==> src/hw/rtl/keypad_code_lock_unit_assert.svh <==
// Assertion macros for the keypad code lock unit.
`ifndef KEYPAD_CODE_LOCK_UNIT_ASSERT_SVH
`define KEYPAD_CODE_LOCK_UNIT_ASSERT_SVH

// Same-cycle implication, sampled on the rising clock edge, off while in reset.
`define KCL_ASSERT_NOW(lbl, ante, cons, msg) \
    lbl: assert property (@(posedge i_clk) disable iff (!i_rst_n) \
        (ante) |-> (cons)) else $error(msg);

// Next-cycle implication, sampled on the rising clock edge, off while in reset.
`define KCL_ASSERT_NEXT(lbl, ante, cons, msg) \
    lbl: assert property (@(posedge i_clk) disable iff (!i_rst_n) \
        (ante) |=> (cons)) else $error(msg);

`endif

==> src/hw/rtl/kcl_pkg.sv <==
// Shared constants and codes for the keypad code lock unit.
package kcl_pkg;

    // Sizing of the keypad and the code.
    localparam int MAX_CODE_KEYS = 8;
    localparam int KEY_COLUMNS   = 4;

    // Fixed field widths.
    localparam int KEY_W     = 4;
    localparam int KIND_W    = 2;
    localparam int STATUS_W  = 3;
    localparam int ENTERED_W = 4;
    localparam int LEN_W     = 4;
    localparam int WORD_W    = 32;
    localparam int CFG_IDX_W = 2;

    // Entry counter holds 0..MAX_CODE_KEYS, buffer index addresses the entries.
    localparam int CNT_W = $clog2(MAX_CODE_KEYS + 1);
    localparam int IDX_W = (MAX_CODE_KEYS > 1) ? $clog2(MAX_CODE_KEYS) : 1;

    // Special keys, row 3 of the pad.
    localparam logic [7:0] KEY_STAR = 8'(3 * KEY_COLUMNS + 0);
    localparam logic [7:0] KEY_HASH = 8'(3 * KEY_COLUMNS + 2);

    // Input word kinds.
    localparam logic [KIND_W-1:0] KIND_START = 2'd0;
    localparam logic [KIND_W-1:0] KIND_KEY   = 2'd1;
    localparam logic [KIND_W-1:0] KIND_TICK  = 2'd2;

    // Result status codes.
    localparam logic [STATUS_W-1:0] ST_NOTHING  = 3'd0;
    localparam logic [STATUS_W-1:0] ST_STORED   = 3'd1;
    localparam logic [STATUS_W-1:0] ST_CLEARED  = 3'd2;
    localparam logic [STATUS_W-1:0] ST_WRONG    = 3'd3;
    localparam logic [STATUS_W-1:0] ST_ACCEPTED = 3'd4;
    localparam logic [STATUS_W-1:0] ST_TIMEOUT  = 3'd5;

    // Configuration register indexes.
    localparam logic [CFG_IDX_W-1:0] CFG_CODE_KEYS     = 2'd0;
    localparam logic [CFG_IDX_W-1:0] CFG_CODE_LENGTH   = 2'd1;
    localparam logic [CFG_IDX_W-1:0] CFG_TIMEOUT_TICKS = 2'd2;

    // Configuration reset values.
    localparam logic [WORD_W-1:0] RST_CODE_KEYS     = 32'd0;
    localparam logic [LEN_W-1:0]  RST_CODE_LENGTH   = 4'd4;
    localparam logic [WORD_W-1:0] RST_TIMEOUT_TICKS = 32'd30000;

endpackage

==> src/hw/rtl/kcl_in_if.sv <==
// Input channel carrying one keypad event word.
interface kcl_in_if import kcl_pkg::*; ();
    logic              valid;
    logic              ready;
    logic [KIND_W-1:0] kind;
    logic [KEY_W-1:0]  key;

    modport source (output valid, output kind, output key, input ready);
    modport sink   (input valid, input kind, input key, output ready);
endinterface

==> src/hw/rtl/kcl_out_if.sv <==
// Output channel carrying one lock result word.
interface kcl_out_if import kcl_pkg::*; ();
    logic                 valid;
    logic                 ready;
    logic [STATUS_W-1:0]  status;
    logic [ENTERED_W-1:0] entered_count;
    logic                 session_active;

    modport source (output valid, output status, output entered_count,
                    output session_active, input ready);
    modport sink   (input valid, input status, input entered_count,
                    input session_active, output ready);
endinterface

==> src/hw/rtl/kcl_cfg_if.sv <==
// Configuration write channel: register index and write data.
interface kcl_cfg_if import kcl_pkg::*; ();
    logic                 valid;
    logic                 ready;
    logic [CFG_IDX_W-1:0] index;
    logic [WORD_W-1:0]    data;

    modport source (output valid, output index, output data, input ready);
    modport sink   (input valid, input index, input data, output ready);
endinterface

==> src/hw/rtl/keypad_code_lock_unit.sv <==
// An input word is first captured in the input register; its result word is then
// written to the result register, from which it is taken.
// Throughput: one word per cycle while the result channel is not stalled; an input
// register feeds a single stage of compare and update logic that writes the session
// state and the result register. A stalled result holds the input register, which
// holds the input channel. Reset (synchronous, active low) ends any session, empties
// the entry count, zeroes the tick count and loads the configuration reset values.
module keypad_code_lock_unit import kcl_pkg::*; (
    input  logic      i_clk,
    input  logic      i_rst_n,
    kcl_in_if.sink    i_in,
    kcl_out_if.source o_out,
    kcl_cfg_if.sink   i_cfg
);

    `include "keypad_code_lock_unit_assert.svh"

    // Configuration registers.
    logic [WORD_W-1:0] r_code_keys;
    logic [LEN_W-1:0]  r_code_len;
    logic [WORD_W-1:0] r_timeout;

    // Input register.
    logic              r_in_valid;
    logic [KIND_W-1:0] r_in_kind;
    logic [KEY_W-1:0]  r_in_key;

    // Session state.
    logic [KEY_W-1:0]  r_buf [MAX_CODE_KEYS];
    logic [CNT_W-1:0]  r_count;
    logic [WORD_W-1:0] r_elapsed;
    logic              r_active;

    // Result register.
    logic                r_out_valid;
    logic [STATUS_W-1:0] r_out_status;
    logic [CNT_W-1:0]    r_out_count;
    logic                r_out_active;

    // Next values and datapath signals.
    logic                advance;
    logic                fire;
    logic [CNT_W-1:0]    eff_len;
    logic                match;
    logic [WORD_W-1:0]   elapsed_inc;
    logic [WORD_W-1:0]   elapsed_cmp;
    logic                timed_out;
    logic                store_en;
    logic [CNT_W-1:0]    n_count;
    logic [WORD_W-1:0]   n_elapsed;
    logic                n_active;
    logic [STATUS_W-1:0] n_status;

    // Handshakes: the result register frees the stage, the stage frees the input.
    assign advance     = !r_out_valid || o_out.ready;
    assign fire        = r_in_valid && advance;
    assign i_in.ready  = !r_in_valid || advance;
    assign i_cfg.ready = 1'b1;

    // Configuration writes; an index beyond the list is ignored.
    always_ff @(posedge i_clk) begin
        if (!i_rst_n) begin
            r_code_keys <= RST_CODE_KEYS;
            r_code_len  <= RST_CODE_LENGTH;
            r_timeout   <= RST_TIMEOUT_TICKS;
        end else if (i_cfg.valid) begin
            case (i_cfg.index)
                CFG_CODE_KEYS:     r_code_keys <= i_cfg.data;
                CFG_CODE_LENGTH:   r_code_len  <= i_cfg.data[LEN_W-1:0];
                CFG_TIMEOUT_TICKS: r_timeout   <= i_cfg.data;
                default:           ;
            endcase
        end
    end

    // Input register.
    always_ff @(posedge i_clk) begin
        if (!i_rst_n) begin
            r_in_valid <= 1'b0;
        end else if (i_in.ready) begin
            r_in_valid <= i_in.valid;
        end
    end

    always_ff @(posedge i_clk) begin
        if (i_in.valid && i_in.ready) begin
            r_in_kind <= i_in.kind;
            r_in_key  <= i_in.key;
        end
    end

    // Code length clamped to the buffer depth.
    always_comb begin
        if ({1'b0, r_code_len} > (LEN_W + 1)'(MAX_CODE_KEYS)) begin
            eff_len = CNT_W'(MAX_CODE_KEYS);
        end else begin
            eff_len = CNT_W'(r_code_len);
        end
    end

    // Entry compare: length must agree, then each used position in parallel.
    always_comb begin
        match = (r_count == eff_len);
        for (int i = 0; i < MAX_CODE_KEYS; i++) begin
            if ((CNT_W'(i) < eff_len) && (r_buf[i] != KEY_W'(r_code_keys >> (KEY_W * i)))) begin
                match = 1'b0;
            end
        end
    end

    // Saturating tick count and the timeout compare it shares with key handling.
    assign elapsed_inc = (r_elapsed == '1) ? r_elapsed : r_elapsed + WORD_W'(1);
    assign elapsed_cmp = (r_in_kind == KIND_TICK) ? elapsed_inc : r_elapsed;
    assign timed_out   = (elapsed_cmp >= r_timeout);

    // Per-word session update.
    always_comb begin
        n_count   = r_count;
        n_elapsed = r_elapsed;
        n_active  = r_active;
        n_status  = ST_NOTHING;
        store_en  = 1'b0;
        case (r_in_kind)
            KIND_START: begin
                n_count   = '0;
                n_elapsed = '0;
                if (r_timeout == '0) begin
                    n_active = 1'b0;
                    n_status = ST_TIMEOUT;
                end else begin
                    n_active = 1'b1;
                end
            end
            KIND_KEY: begin
                if (r_active) begin
                    if (timed_out) begin
                        n_active = 1'b0;
                        n_status = ST_TIMEOUT;
                    end else if (8'(r_in_key) == KEY_HASH) begin
                        if (match) begin
                            n_active = 1'b0;
                            n_status = ST_ACCEPTED;
                        end else begin
                            n_count  = '0;
                            n_status = ST_WRONG;
                        end
                    end else if (8'(r_in_key) == KEY_STAR) begin
                        n_count  = '0;
                        n_status = ST_CLEARED;
                    end else if (r_count < eff_len) begin
                        store_en = 1'b1;
                        n_count  = r_count + CNT_W'(1);
                        n_status = ST_STORED;
                    end
                end
            end
            KIND_TICK: begin
                if (r_active) begin
                    n_elapsed = elapsed_inc;
                    if (timed_out) begin
                        n_active = 1'b0;
                        n_status = ST_TIMEOUT;
                    end
                end
            end
            default: ;
        endcase
    end

    // Session state registers.
    always_ff @(posedge i_clk) begin
        if (!i_rst_n) begin
            r_count   <= '0;
            r_elapsed <= '0;
            r_active  <= 1'b0;
        end else if (fire) begin
            r_count   <= n_count;
            r_elapsed <= n_elapsed;
            r_active  <= n_active;
        end
    end

    // Entry buffer; positions at or above the clamped code length are never compared.
    always_ff @(posedge i_clk) begin
        if (fire && store_en) begin
            r_buf[r_count[IDX_W-1:0]] <= r_in_key;
        end
    end

    // Result register.
    always_ff @(posedge i_clk) begin
        if (!i_rst_n) begin
            r_out_valid <= 1'b0;
        end else if (advance) begin
            r_out_valid <= r_in_valid;
        end
    end

    always_ff @(posedge i_clk) begin
        if (fire) begin
            r_out_status <= n_status;
            r_out_count  <= n_count;
            r_out_active <= n_active;
        end
    end

    assign o_out.valid          = r_out_valid;
    assign o_out.status         = r_out_status;
    assign o_out.entered_count  = ENTERED_W'(r_out_count);
    assign o_out.session_active = r_out_active;

    // Checks on the lock logic.
    `KCL_ASSERT_NOW(a_count_cap, 1'b1, r_count <= CNT_W'(MAX_CODE_KEYS), "entry count above cap")
    `KCL_ASSERT_NOW(a_accept_ends, r_out_valid && (r_out_status == ST_ACCEPTED), !r_out_active, "accept left session open")
    `KCL_ASSERT_NOW(a_stored_nonzero, r_out_valid && (r_out_status == ST_STORED), r_out_count != '0, "stored key with empty buffer")
    `KCL_ASSERT_NEXT(a_fire_result, fire, r_out_valid, "processed word produced no result")

endmodule
==> src/flat_wrapper.sv <==
// flat-port wrapper written by rule: the top's interface ports become plain ports
module keypad_code_lock_unit_flat import kcl_pkg::*;
  (i_clk, i_rst_n, i_in_valid, i_in_kind, i_in_key, i_in_ready, o_out_valid, o_out_status, o_out_entered_count, o_out_session_active, o_out_ready, i_cfg_valid, i_cfg_index, i_cfg_data, i_cfg_ready);
  kcl_in_if i_in_i ();
  kcl_out_if o_out_i ();
  kcl_cfg_if i_cfg_i ();
  input  logic i_clk;
  input  logic i_rst_n;
  input wire logic [$bits(i_in_i.valid)-1:0] i_in_valid;
  input wire logic [$bits(i_in_i.kind)-1:0] i_in_kind;
  input wire logic [$bits(i_in_i.key)-1:0] i_in_key;
  output wire logic [$bits(i_in_i.ready)-1:0] i_in_ready;
  output wire logic [$bits(o_out_i.valid)-1:0] o_out_valid;
  output wire logic [$bits(o_out_i.status)-1:0] o_out_status;
  output wire logic [$bits(o_out_i.entered_count)-1:0] o_out_entered_count;
  output wire logic [$bits(o_out_i.session_active)-1:0] o_out_session_active;
  input wire logic [$bits(o_out_i.ready)-1:0] o_out_ready;
  input wire logic [$bits(i_cfg_i.valid)-1:0] i_cfg_valid;
  input wire logic [$bits(i_cfg_i.index)-1:0] i_cfg_index;
  input wire logic [$bits(i_cfg_i.data)-1:0] i_cfg_data;
  output wire logic [$bits(i_cfg_i.ready)-1:0] i_cfg_ready;
  assign i_in_i.valid = i_in_valid;
  assign i_in_i.kind = i_in_kind;
  assign i_in_i.key = i_in_key;
  assign i_in_ready = i_in_i.ready;
  assign o_out_valid = o_out_i.valid;
  assign o_out_status = o_out_i.status;
  assign o_out_entered_count = o_out_i.entered_count;
  assign o_out_session_active = o_out_i.session_active;
  assign o_out_i.ready = o_out_ready;
  assign i_cfg_i.valid = i_cfg_valid;
  assign i_cfg_i.index = i_cfg_index;
  assign i_cfg_i.data = i_cfg_data;
  assign i_cfg_ready = i_cfg_i.ready;
  keypad_code_lock_unit u_core (.i_clk(i_clk), .i_rst_n(i_rst_n), .i_in(i_in_i), .o_out(o_out_i), .i_cfg(i_cfg_i));
endmodule
==> config.mk <==
export PLATFORM = sky130hd
export DESIGN_NAME = keypad_code_lock_unit_flat
export DESIGN_NICKNAME = d
export VERILOG_FILES = /design/src/hw/rtl/kcl_pkg.sv /design/src/hw/rtl/kcl_in_if.sv /design/src/hw/rtl/kcl_out_if.sv /design/src/hw/rtl/kcl_cfg_if.sv /design/src/hw/rtl/keypad_code_lock_unit.sv /design/src/flat_wrapper.sv
export VERILOG_INCLUDE_DIRS = /design/src /design/src/hw/rtl
export SDC_FILE = /design/constraint.sdc
export NUM_CORES = 1
export LEC_CHECK = 0
export ABC_AREA = 1
export BUFFER_PORTS_ARGS = -buffer_cell sky130_fd_sc_hd__buf_2
export CORE_ASPECT_RATIO = 0.6
export CORE_UTILIZATION = 28
export DETAILED_ROUTE_END_ITERATION = 8
export GPL_TIMING_DRIVEN = 0
export PLACE_DENSITY = 0.5
export SKIP_LAST_GASP = 1
export SLEW_MARGIN = 20
export SYNTH_ARGS = -nofsm -noshare
export SYNTH_HDL_FRONTEND = slang
export SYNTH_SLANG_ARGS = --single-unit
==> constraint.sdc <==
create_clock -name i_clk -period 6.96 [get_ports i_clk]
set_input_delay 2.088 -clock i_clk [delete_from_list [all_inputs] [get_ports i_clk]]
set_output_delay 2.088 -clock i_clk [all_outputs]
set_load 0.005 [all_outputs]
==> results of run 1 <==
report_power, final:
group / internal, mW / total, mW / switching [mW] / leakage (nW)
Clock: 0.548 / 0.935 / 0.387 / 0.281
Sequential: 0.953 / 0.984 / 0.0308 / 1.30
Combinational: 0.0785 / 0.240 / 0.161 / 2.73
Total: 1.58 / 2.16 / 0.579 / 4.31
routing by layer:
layer  track usage (%)  part of all wire, %
met2              22.1                   34
met5                 0                    0
met3              5.75                  8.4
met1              29.8                   56
met4              4.73                  1.2
per-stage QoR:
| step | util [%] | instances | worst slack, ns |
|---|---|---|---|
| floorplan | - | 1148 | 2.64 |
| global placement | 31.6 | 1601 | 1.88 |
| detailed placement | 31.6 | 1601 | 1.90 |
| CTS | 33.6 | 1633 | 1.83 |
| global route | 33.6 | 1633 | 1.44 |
| finish | 33.6 | 1634 | 1.72 |
path summary, 6_finish.rpt:
path                            depth (start not counted)                endpoint              startpoint
worst max-delay path                                   20      u_core.r_buf[3][2]     u_core.r_elapsed[0]
worst min-delay path                                    2  u_core.r_code_keys[12]  u_core.r_code_keys[12]
worst max register to register                         20      u_core.r_buf[3][2]     u_core.r_elapsed[0]
worst min register to register                          2  u_core.r_code_keys[12]  u_core.r_code_keys[12]
sequential cells by signal, summed over array words and instances (netlist names), 2 cells and up:
signal and cells:
u_core.r_timeout 32, u_core.o_out.entered_count 4, u_core.r_buf 32, u_core.r_code_keys 32, u_core.r_code_len 4, u_core.r_count 4
u_core.r_elapsed 32, u_core.o_out.status 3, u_core.r_in_key 4, u_core.r_in_kind 2
kinds of logic after synthesis:
kind of cell	Yosys count	share of synthesized area, %
other	1	0.0441
flip-flops	153	41.5
AO/OA/AOI/OAI	251	15.5
AND/OR/NAND/NOR	476	24.2
buffers and inverters	185	8.45
XOR/XNOR	40	4.12
adder cells (fa/ha/maj)	42	6.18
cells in the final DEF (no fill, tap or decap), types with 19 or more instances in the layout:
cell	count
nor3_1	19
a21oi_1	97
dfxtp_1	107
buf_2	57
ha_1	42
clkbuf_1	38
xor2_1	31
nand2_1	280
o21ai_0	131
nor2_1	109
nand3_1	26
inv_1	139
edfxtp_1	46
worst max-delay path, stage by stage, from the launching register on:
cell	delay, ns
dfxtp_1	0.41
ha_1	0.26
inv_1	0.18
nor3_2	0.33
nand2_1	0.22
nor2_4	0.20
nand4_4	0.20
buf_6	0.23
nand2_1	0.07
nand2_1	0.06
o21ai_0	0.13
ha_1	0.29
a21oi_1	0.17
o21ai_0	0.10
nand2_1	0.08
nand3_1	0.14
a21oi_1	0.33
nand3_2	0.23
nor4_1	0.38
nand2_1	0.27
nor3_1	0.56
final cells by class:
class                           count  area share [%]
Antenna cell                        1          0.0254
Buffer                             40            1.77
Clock buffer                       24            4.81
Clock inverter                      8           0.992
Inverter                          145            5.53
Multi-Input combinational cell    810            43.3
Sequential cell                   153            35.8
Tap cell                          400            5.09
Timing Repair Buffer               53            2.70
==> metrics.md, run 1 <==
| Metric | Value |
|---|---|
| Total iterations of the first detailed-routing run | 7 |
| F_max | 0.191 GHz |
| Placed instance area | 0.00927 mm² |
| Final wirelength | 27600 µm |
| Arrival time worst endpoint | 5.32 ns |
| Worst hold margin | 0.469 ns |
| Area grow syn2layout | 15.8% |
| H-tree Lvls | 4 |
| Vias | 7788 |
| Synth unique cells | 38 |
| IO Port Bufs | 53 |
| Antenna-violating nets left | 0 |
| First-pass GRT wire length | 41700 µm |
| Startpoint Class | flop |
| Post-DP HPWL | 21800 µm |
| Tcrit/Tclk final | 75.3% |
| Commonest cells in the netlist | nand2_1 (280), inv_1 (139), o21ai_0 (131) |
| Synth top area cells | dfxtp_1 (25%), edfxtp_1 (16%), nand2_1 (12%) |
| Synth Flop Type | dfxtp_1 |
| Hold-fix buffer count after cts | 0 |
| WP data required | 7.03 ns |
| Nets@finish | 1307 |
| Width of the die | 227 µm |
| Yosys warning total | 0 |
| Routed WL per cell | 16.9 µm |
| CTS tree | yes |
| FF-to-FF setup slack | 1.72 ns |
| Seq. cell area | 0.00352 mm² |
| Layout fillers | 3174 |
| Post-route DRC | 0 |
| VDD IR max | 0.000194 V |
| Total CTS buffers | 17 |
| Top-area cell type share of the netlist area | 25.2% |
| Crit. End Element | flop |
| Tot Pwr | 2.16 mW |
| Final setup fails | 0 |
| Layout cells sized above 1 | 8.84% |
| Pwr/cell area | 219 mW/mm² |
| Sequential area share after synthesis | 41.5% |
| Detailed Route Iter0 Violations | 737 |
| Worst-Margin Slew | 1.26 ns |
| Row cnt | 48 |
| Setup bufs post-CTS | 0 |
| RSZ-0062 raised after global routing | false |
| Total core area | 0.0293 mm² |
| Final Instance Area | 0.00984 mm² |
| Post-cts repair resize count | 0 |
| Slew HR | 15.2% |
| HP Class | reg -> reg |
| Final hold vios | 0 |
| RD Place Congestion | 0.988 |
| Antenna violations before repair | 0 |
| Syn Area/Cell | 7.40 µm² |
| Post-synth EDFFs | 46 |
| Setup TNS | 0 ns |
| Multi-input logic area | 0.00426 mm² |
| Top cell type by total area after synthesis | dfxtp_1 |
| Fin. max-slew vios | 0 |
| P_leak | 4.31 nW |
| Worst-path clk slew | 0.06 ns |
| GR Overflow Total | 0 |
| Most frequent cell after synthesis | nand2_1 |
| Mapped Cells | 1148 |
| Register bit count reported by yosys | 153 |
| Status | finished, final reports clean |
| CTS Sinks | 153 |
| Post-synthesis async set-or-reset flop share | 0% |
| Tmin final | 5.24 ns |
| Full die area | 0.0311 mm² |
| Vias in the first global route | 7061 |
| Final Skew | 0.0125 ns |
| Longest Clk Path Bufs | 2 |
| Gr usage total | 18.4% |
| Largest net degree at the start of global routing | 17 |
| Via-to-Cell Ratio | 4.77 |
| Syn_nets | 1235 |
| Root Buffer | clkbuf_16 |
| Worst skew pair latency | 0.44 ns |
| I/O Pins | 56 |
| Initial Util | 29.0% |
| Crit-path max FO | 10 |
| Synthesized area | 0.00850 mm² |
| Critical path class | reg -> reg |
| Die Y | 137 µm |
| Max_cap viols | 0 |
(Power assumes the default switching activity.)
==> run 2, diff against run 1 <==
==> constraint.sdc (replaced) <==
create_clock -name i_clk -period 5 [get_ports i_clk]
set_input_delay 1.5 -clock i_clk [delete_from_list [all_inputs] [get_ports i_clk]]
set_output_delay 1.5 -clock i_clk [all_outputs]
set_load 0.005 [all_outputs]
==> run 2 against run 1 <==
Effect of this change: die area did not move; critical path depth unchanged; maximum frequency is 11% higher; via count increased by 0.64%; largest cell class unchanged; critical endpoint is now u_core.r_buf[3][1].
==> metrics.md, run 2 (synthesis gave the netlist of run 1 again) <==
| Metric | Value |
|---|---|
| WP data required | 5.11 ns (-1.92 ns) |
| Largest net degree at the start of global routing | 17 (unchanged) |
| Status | finished, final reports clean |
| Startpoint Class | flop |
| Diode count | 0 (-1) |
| Antenna-violating nets left | 0 (unchanged) |
| Total CTS buffers | 17 (unchanged) |
| Pwr/cell area | 303 mW/mm² (+38%) |
| Worst-Margin Slew | 1.22 ns (-0.0439 ns) |
| Via-to-Cell Ratio | 4.80 (+0.70%) |
| Layout cells sized above 1 | 9.81% (+0.97 points) |
| Fin. max-slew vios | 0 (unchanged) |
| Tmin final | 4.74 ns (-0.499 ns) |
| Worst skew pair latency | 0.44 ns (about the same) |
| Area grow syn2layout | 16.8% |
| M2 GR Usage | 22.0% (-0.034 points) |
| RSZ-0062 raised after global routing | false |
| Root Buffer | clkbuf_16 |
| Slowest-stage cell, CP | dfxtp_1 |
| I/O Pins | 56 (unchanged) |
| Detailed Route Iter0 Violations | 698 (-5.3%) |
| Most Crowded Layer GR | met1 |
| CTS tree | yes |
| RD Place Congestion | 0.988 (unchanged) |
| Most used cell, CP | nand2_1 |
| IO Port Bufs | 53 (unchanged) |
| Leading cell types in the layout, fill and taps excluded | nand2_1 (278), inv_1 (139), o21ai_0 (131) |
| First-pass GRT wire length | 41700 µm (about the same) |
| CTS Sinks | 153 (unchanged) |
| Nets@finish | 1307 (unchanged) |
| Vias | 7838 (+0.64%) |
| Antenna violations before repair | 0 (unchanged) |
| Worst-path clk slew | 0.06 ns (about the same) |
| Setup bufs post-CTS | 0 (unchanged) |
| Final wirelength | 27700 µm (+0.29%) |
| Total core area | 0.0293 mm² (unchanged) |
| P_leak | 4.32 nW (+0.16%) |
| Longest Clk Path Bufs | 2 (unchanged) |
| Gr usage total | 18.4% (about the same) |
| Final Skew | 0.0113 ns (-0.00120 ns) |
| Place WS | -0.0650 ns (-1.96 ns) |
| Worst path cell trace | ha_1, inv_1, nor3_2, nand2_1, nor2_4, nand4_4, buf_6, nand2_1, nand2_1, o21ai_0, ha_1, a21oi_1, o21ai_0, nand2_1, nand3_1, a21oi_2, nand3_2, nor4_4, nand2_2, nor3_4 |
| Routed WL per cell | 16.9 µm (+0.35%) |
| Arrival time worst endpoint | 4.86 ns (-0.46 ns) |
| VDD IR max | 0.000268 V (+38%) |
| Crit path max-delay family | simple AND/OR/NAND/NOR gates |
| Worst path bufs/invs | 2 (unchanged) |
| Fin util | 33.9% (+0.29 points) |
| F_max | 0.211 GHz (+11%) |
| Max_cap viols | 0 (unchanged) |
| Critical path class | reg -> reg |
| Full die area | 0.0311 mm² (unchanged) |
| Met1 Use GR | 29.8% (+0.053 points) |
| GR Overflow Total | 0 (unchanged) |
| Commonest non-fill, non-tap cell in the layout | nand2_1 |
| Final hold vios | 0 (unchanged) |
| Post-route DRC | 0 (unchanged) |
| Initial Util | 29.0% (unchanged) |
| Grt met3 use | 5.75% (unchanged) |
| Slew HR | 18.1% (+3.0 points) |
| Tcrit/Tclk final | 94.9% (+20 points) |
| Worst setup margin | 0.255 ns (-1.46 ns) |
| Final setup fails | 0 (unchanged) |
| CP peak stage delay | 0.43 ns (-0.13 ns) |
| Total iterations of the first detailed-routing run | 5 (-2) |
| Crit. End Element | flop |
| Vias in the first global route | 7053 (-0.11%) |
| Row cnt | 48 (unchanged) |
| Width of the die | 227 µm (unchanged) |
| Worst hold margin | 0.469 ns (+0.000694 ns) |
| H-tree Lvls | 4 (unchanged) |
| Die Y | 137 µm (unchanged) |
| Post-DP HPWL | 21800 µm (unchanged) |
| Crit-path max FO | 10 (unchanged) |
| HP Class | reg -> reg |
[run 2: path summary, 6_finish.rpt]
kind / from / endpoint / slack, ns / cells past startpoint
setup / recovery: u_core.r_elapsed[0] / u_core.r_buf[3][1] / 0.26 / 20
hold / removal: u_core.r_code_keys[12] / u_core.r_code_keys[12] / 0.47 / 2
setup reg to reg: u_core.r_elapsed[0] / u_core.r_buf[3][1] / 0.26 / 20
hold reg to reg: u_core.r_code_keys[12] / u_core.r_code_keys[12] / 0.47 / 2
[run 2: timing repair]
action | CTS | global route
hold buffers | 0 | 0
resized for setup | 3 | 16
setup endpoints to repair | 24 | 32
[run 2: area by class of cell]
cell class | instances | area (µm²)
Buffer | 40 | 174
Clock buffer | 24 | 473
Inverter | 145 | 544
Clock inverter | 8 | 97.6
Fill cell | 3171 | 19400
Tap cell | 400 | 500
Sequential cell | 153 | 3520
Timing Repair Buffer | 53 | 265
Multi-Input combinational cell | 810 | 4350
[run 2: through the flow]
step / setup TNS, ns / instances / total power [mW] / area [µm²]
CTS: -1.19 / 1633 / 3.02 / 9850
global placement: -0.882 / 1601 / 1.72 / 9270
floorplan: 0 / 1148 / 1.60 / 8500
global route: 0 / 1633 / 3.14 / 9920
detailed placement: -0.579 / 1601 / 1.72 / 9270
finish: 0 / 1633 / 3.01 / 9920
[run 2: report_power, final]
group / total (mW) / internal [mW] / switching (mW)
logic: 0.341 / 0.110 / 0.231
clock network: 1.30 / 0.763 / 0.536
registers: 1.37 / 1.33 / 0.0436
total: 3.01 / 2.20 / 0.810
[run 2: worst register-to-register path, delay by kind of cell, from the launching register on]
family | cells | cell delay (ns)
flip-flops | 1 | 0.43
AO/OA/AOI/OAI | 4 | 0.65
adder cells (fa/ha/maj) | 2 | 0.56
AND/OR/NAND/NOR | 12 | 2.34
buffers and inverters | 2 | 0.44
[run 2: layer usage]
metal / routed length, µm / part of all wire (%)
met3: 2510 / 9.1
met2: 9570 / 35
met1: 15300 / 55
met4: 287 / 1.0
met5: 0 / 0
==> run 3, diff against run 2 <==
--- a/config.mk
+++ b/config.mk
@@ -12,7 +12,7 @@
 export CORE_UTILIZATION = 28
 export DETAILED_ROUTE_END_ITERATION = 8
 export GPL_TIMING_DRIVEN = 0
-export PLACE_DENSITY = 0.5
+export PLACE_DENSITY = 0.52
 export SKIP_LAST_GASP = 1
 export SLEW_MARGIN = 20
 export SYNTH_ARGS = -nofsm -noshare
==> constraint.sdc (replaced) <==
create_clock -name i_clk -period 4.3 [get_ports i_clk]
set_input_delay 1.29 -clock i_clk [delete_from_list [all_inputs] [get_ports i_clk]]
set_output_delay 1.29 -clock i_clk [all_outputs]
set_load 0.005 [all_outputs]
==> run 3 against run 2 <==
Effect of this change: die area did not move; critical endpoint unchanged; sequential power rose by 16%; global-route usage rose by 0.15 points; register-to-register slack got worse by 0.07 ns; cell count rose by 0.37%; maximum frequency rose by 15%; count of clock-buffer cells in the layout rose by 2; non-clock buffer count rose by 6; utilization rose by 0.84 points.
==> metrics.md, run 3 (synthesis gave the netlist of run 1 again) <==
| Metric | Value |
|---|---|
| I/O Pins | 56 (unchanged) |
| WP data required | 4.40 ns (-0.71 ns) |
| Status | finished, final reports clean |
| CP peak stage delay | 0.43 ns (about the same) |
| Grt met3 use | 5.52% (-0.24 points) |
| Vias | 7879 (+0.52%) |
| Layout cells sized above 1 | 11.9% (+2.1 points) |
| Final hold vios | 0 (unchanged) |
| Tmin final | 4.12 ns (-0.628 ns) |
| Final Skew | 0.0150 ns (+0.00364 ns) |
| Crit. End Element | flop |
| CTS tree | yes |
| Slew HR | 30.1% (+12 points) |
| IO Port Bufs | 53 (unchanged) |
| Tot Pwr | 3.66 mW (+21%) |
| Largest net degree at the start of global routing | 17 (unchanged) |
| Initial Util | 29.0% (unchanged) |
| FF-to-FF setup slack | 0.18 ns (-0.07 ns) |
| VDD IR max | 0.000323 V (+21%) |
| H-tree Lvls | 4 (unchanged) |
| RD Place Congestion | 0.968 (-2.1%) |
| GR Overflow Total | 0 (unchanged) |
| Routed WL per cell | 16.9 µm (-0.30%) |
| Worst skew pair latency | 0.44 ns (about the same) |
| Met1 Use GR | 30.0% (+0.12 points) |
| Diode count | 0 (unchanged) |
| Most Crowded Layer GR | met1 |
| FF-to-FF Start | u_core.r_elapsed[24] |
| First-pass GRT wire length | 42500 µm (+1.7%) |
| Setup TNS | 0 ns (unchanged) |
| Final setup fails | 0 (unchanged) |
| Area grow syn2layout | 19.7% |
| Worst setup endpoint | u_core.r_buf[3][1] |
| Antenna-violating nets left | 0 (unchanged) |
| Via-to-Cell Ratio | 4.81 (+0.16%) |
| Leading cell types in the layout, fill and taps excluded | nand2_1 (277), inv_1 (137), o21ai_0 (129) |
| Longest Clk Path Bufs | 2 (unchanged) |
| Vias in the first global route | 7262 (+3.0%) |
| Worst-Margin Slew | 1.04 ns (-0.176 ns) |
| Post-DP HPWL | 21900 µm (+0.45%) |
| R2R cell count | 19 (-5.0%) |
| Final wirelength | 27700 µm (about the same) |
| CTS Sinks | 153 (unchanged) |
| Nets@finish | 1313 (+0.46%) |
| RSZ-0062 raised after global routing | false |
| Total CTS buffers | 17 (unchanged) |
| Total iterations of the first detailed-routing run | 5 (unchanged) |
| Worst-path clk slew | 0.07 ns (about the same) |
| Die Y | 137 µm (unchanged) |
| Post-route DRC | 0 (unchanged) |
| F_max | 0.243 GHz (+15%) |
| Crit-path max FO | 10 (unchanged) |
| Worst path cell trace | nand2_1, nor2_2, nand4_4, inv_1, nand4_4, buf_6, nand2_1, nand2_1, o21ai_1, ha_1, a21oi_2, o21ai_0, nand2_1, nand3_1, a21oi_4, nand3_4, nor4_4, nand2_4, nor3_4 |
| Startpoint Class | flop |
| Commonest non-fill, non-tap cell in the layout | nand2_1 |
| Critical path class | reg -> reg |
| Max_cap viols | 0 (unchanged) |
| Full die area | 0.0311 mm² (unchanged) |
| HP Class | reg -> reg |
| Tcrit/Tclk final | 95.7% (+0.85 points) |
| Slowest-stage cell, CP | dfxtp_1 |
| Gr usage total | 18.6% (+0.15 points) |
| Antenna violations before repair | 0 (unchanged) |
| M2 GR Usage | 22.5% (+0.48 points) |
| Fin. max-slew vios | 0 (unchanged) |
| P_leak | 4.46 nW (+3.3%) |
| Row cnt | 48 (unchanged) |
| Total core area | 0.0293 mm² (unchanged) |
| Pwr/cell area | 359 mW/mm² (+18%) |
| Most used cell, CP | nand2_1 |
| Root Buffer | clkbuf_16 |
| Width of the die | 227 µm (unchanged) |
| Worst Setup SP | u_core.r_elapsed[24] |
| Arrival time worst endpoint | 4.22 ns (-0.64 ns) |
| Detailed Route Iter0 Violations | 781 (+12%) |
| R2R Path End | u_core.r_buf[3][1] |
[run 3: changes by cell type in the layout (fill, tap and decap cells not counted), moves of 3 or more]
cell      previous run  this run
nor2_1             105       102
clkbuf_1            38        34
nor3_2               2         5
nor4_1              14        11
nor3_1              15        10
clkbuf_8             0         6
buf_4                1         7
[run 3: area by class of cell]
type | count | area [µm²]
buffer | 40 | 174
clock buffer | 26 | 541
clock inverter | 6 | 105
fill | 3196 | 19100
inverter | 145 | 544
multi-input combinational | 810 | 4470
sequential | 153 | 3520
tap | 400 | 500
timing repair buffer | 59 | 310
[run 3: critical path, delay by kind of cell, from the launching register on]
kind / cells / cell delay [ns]
DFF: 1 / 0.43
adders and majority gates: 1 / 0.28
and+or+nand+nor: 12 / 2.03
buffers and inverters: 2 / 0.39
AOI/OAI and AO/OA: 4 / 0.61
[run 3: where the power goes]
part / internal (mW) / total (mW) / switching (mW) / leakage [nW]
registers: 1.54 / 1.59 / 0.0511 / 1.30
clock network: 1.04 / 1.66 / 0.620 / 0.321
logic: 0.131 / 0.401 / 0.270 / 2.84
total: 2.71 / 3.66 / 0.941 / 4.46
[run 3: worst min path at each step]
stage	start	end	slack [ns]	depth (start not counted)
finish	u_core.r_code_keys[22]	u_core.r_code_keys[22]	0.47	2
global route	u_core.r_code_keys[4]	u_core.r_code_keys[4]	0.49	2
CTS	u_core.r_code_keys[22]	u_core.r_code_keys[22]	0.47	2
detailed placement	u_core.r_code_keys[22]	u_core.r_code_keys[22]	0.47	2
global placement	u_core.r_code_keys[26]	u_core.r_code_keys[26]	0.46	2
floorplan	u_core.r_code_keys[0]	u_core.r_code_keys[0]	0.44	2
[run 3: routing by layer]
layer  up-vias  part of all wire (%)
met2       254                    35
met5         -                     0
li1       3934                     -
met1      3674                    55
met3        17                   8.7
met4         0                   1.1
[run 3: repair_timing]
item                       CTS  global route
pin swaps                    6             6
buffers inserted             5             1
setup endpoints to repair   39            43
gates resized for setup     34            13
cloned                       0             0
hold buffers                 0             0
[run 3: through the flow]
stage               worst slack (ns)  utilization, %  std cells  cell area, µm²  hold WS [ns]
detailed placement            -0.834            31.6       1601            9270         0.465
CTS                           0.0234            34.5       1638           10100         0.475
global placement              -0.820            31.6       1601            9270         0.455
global route                0.000871            34.7       1639           10200         0.491
floorplan                      0.772               -       1148            8500         0.444
finish                         0.183            34.7       1639           10200         0.471
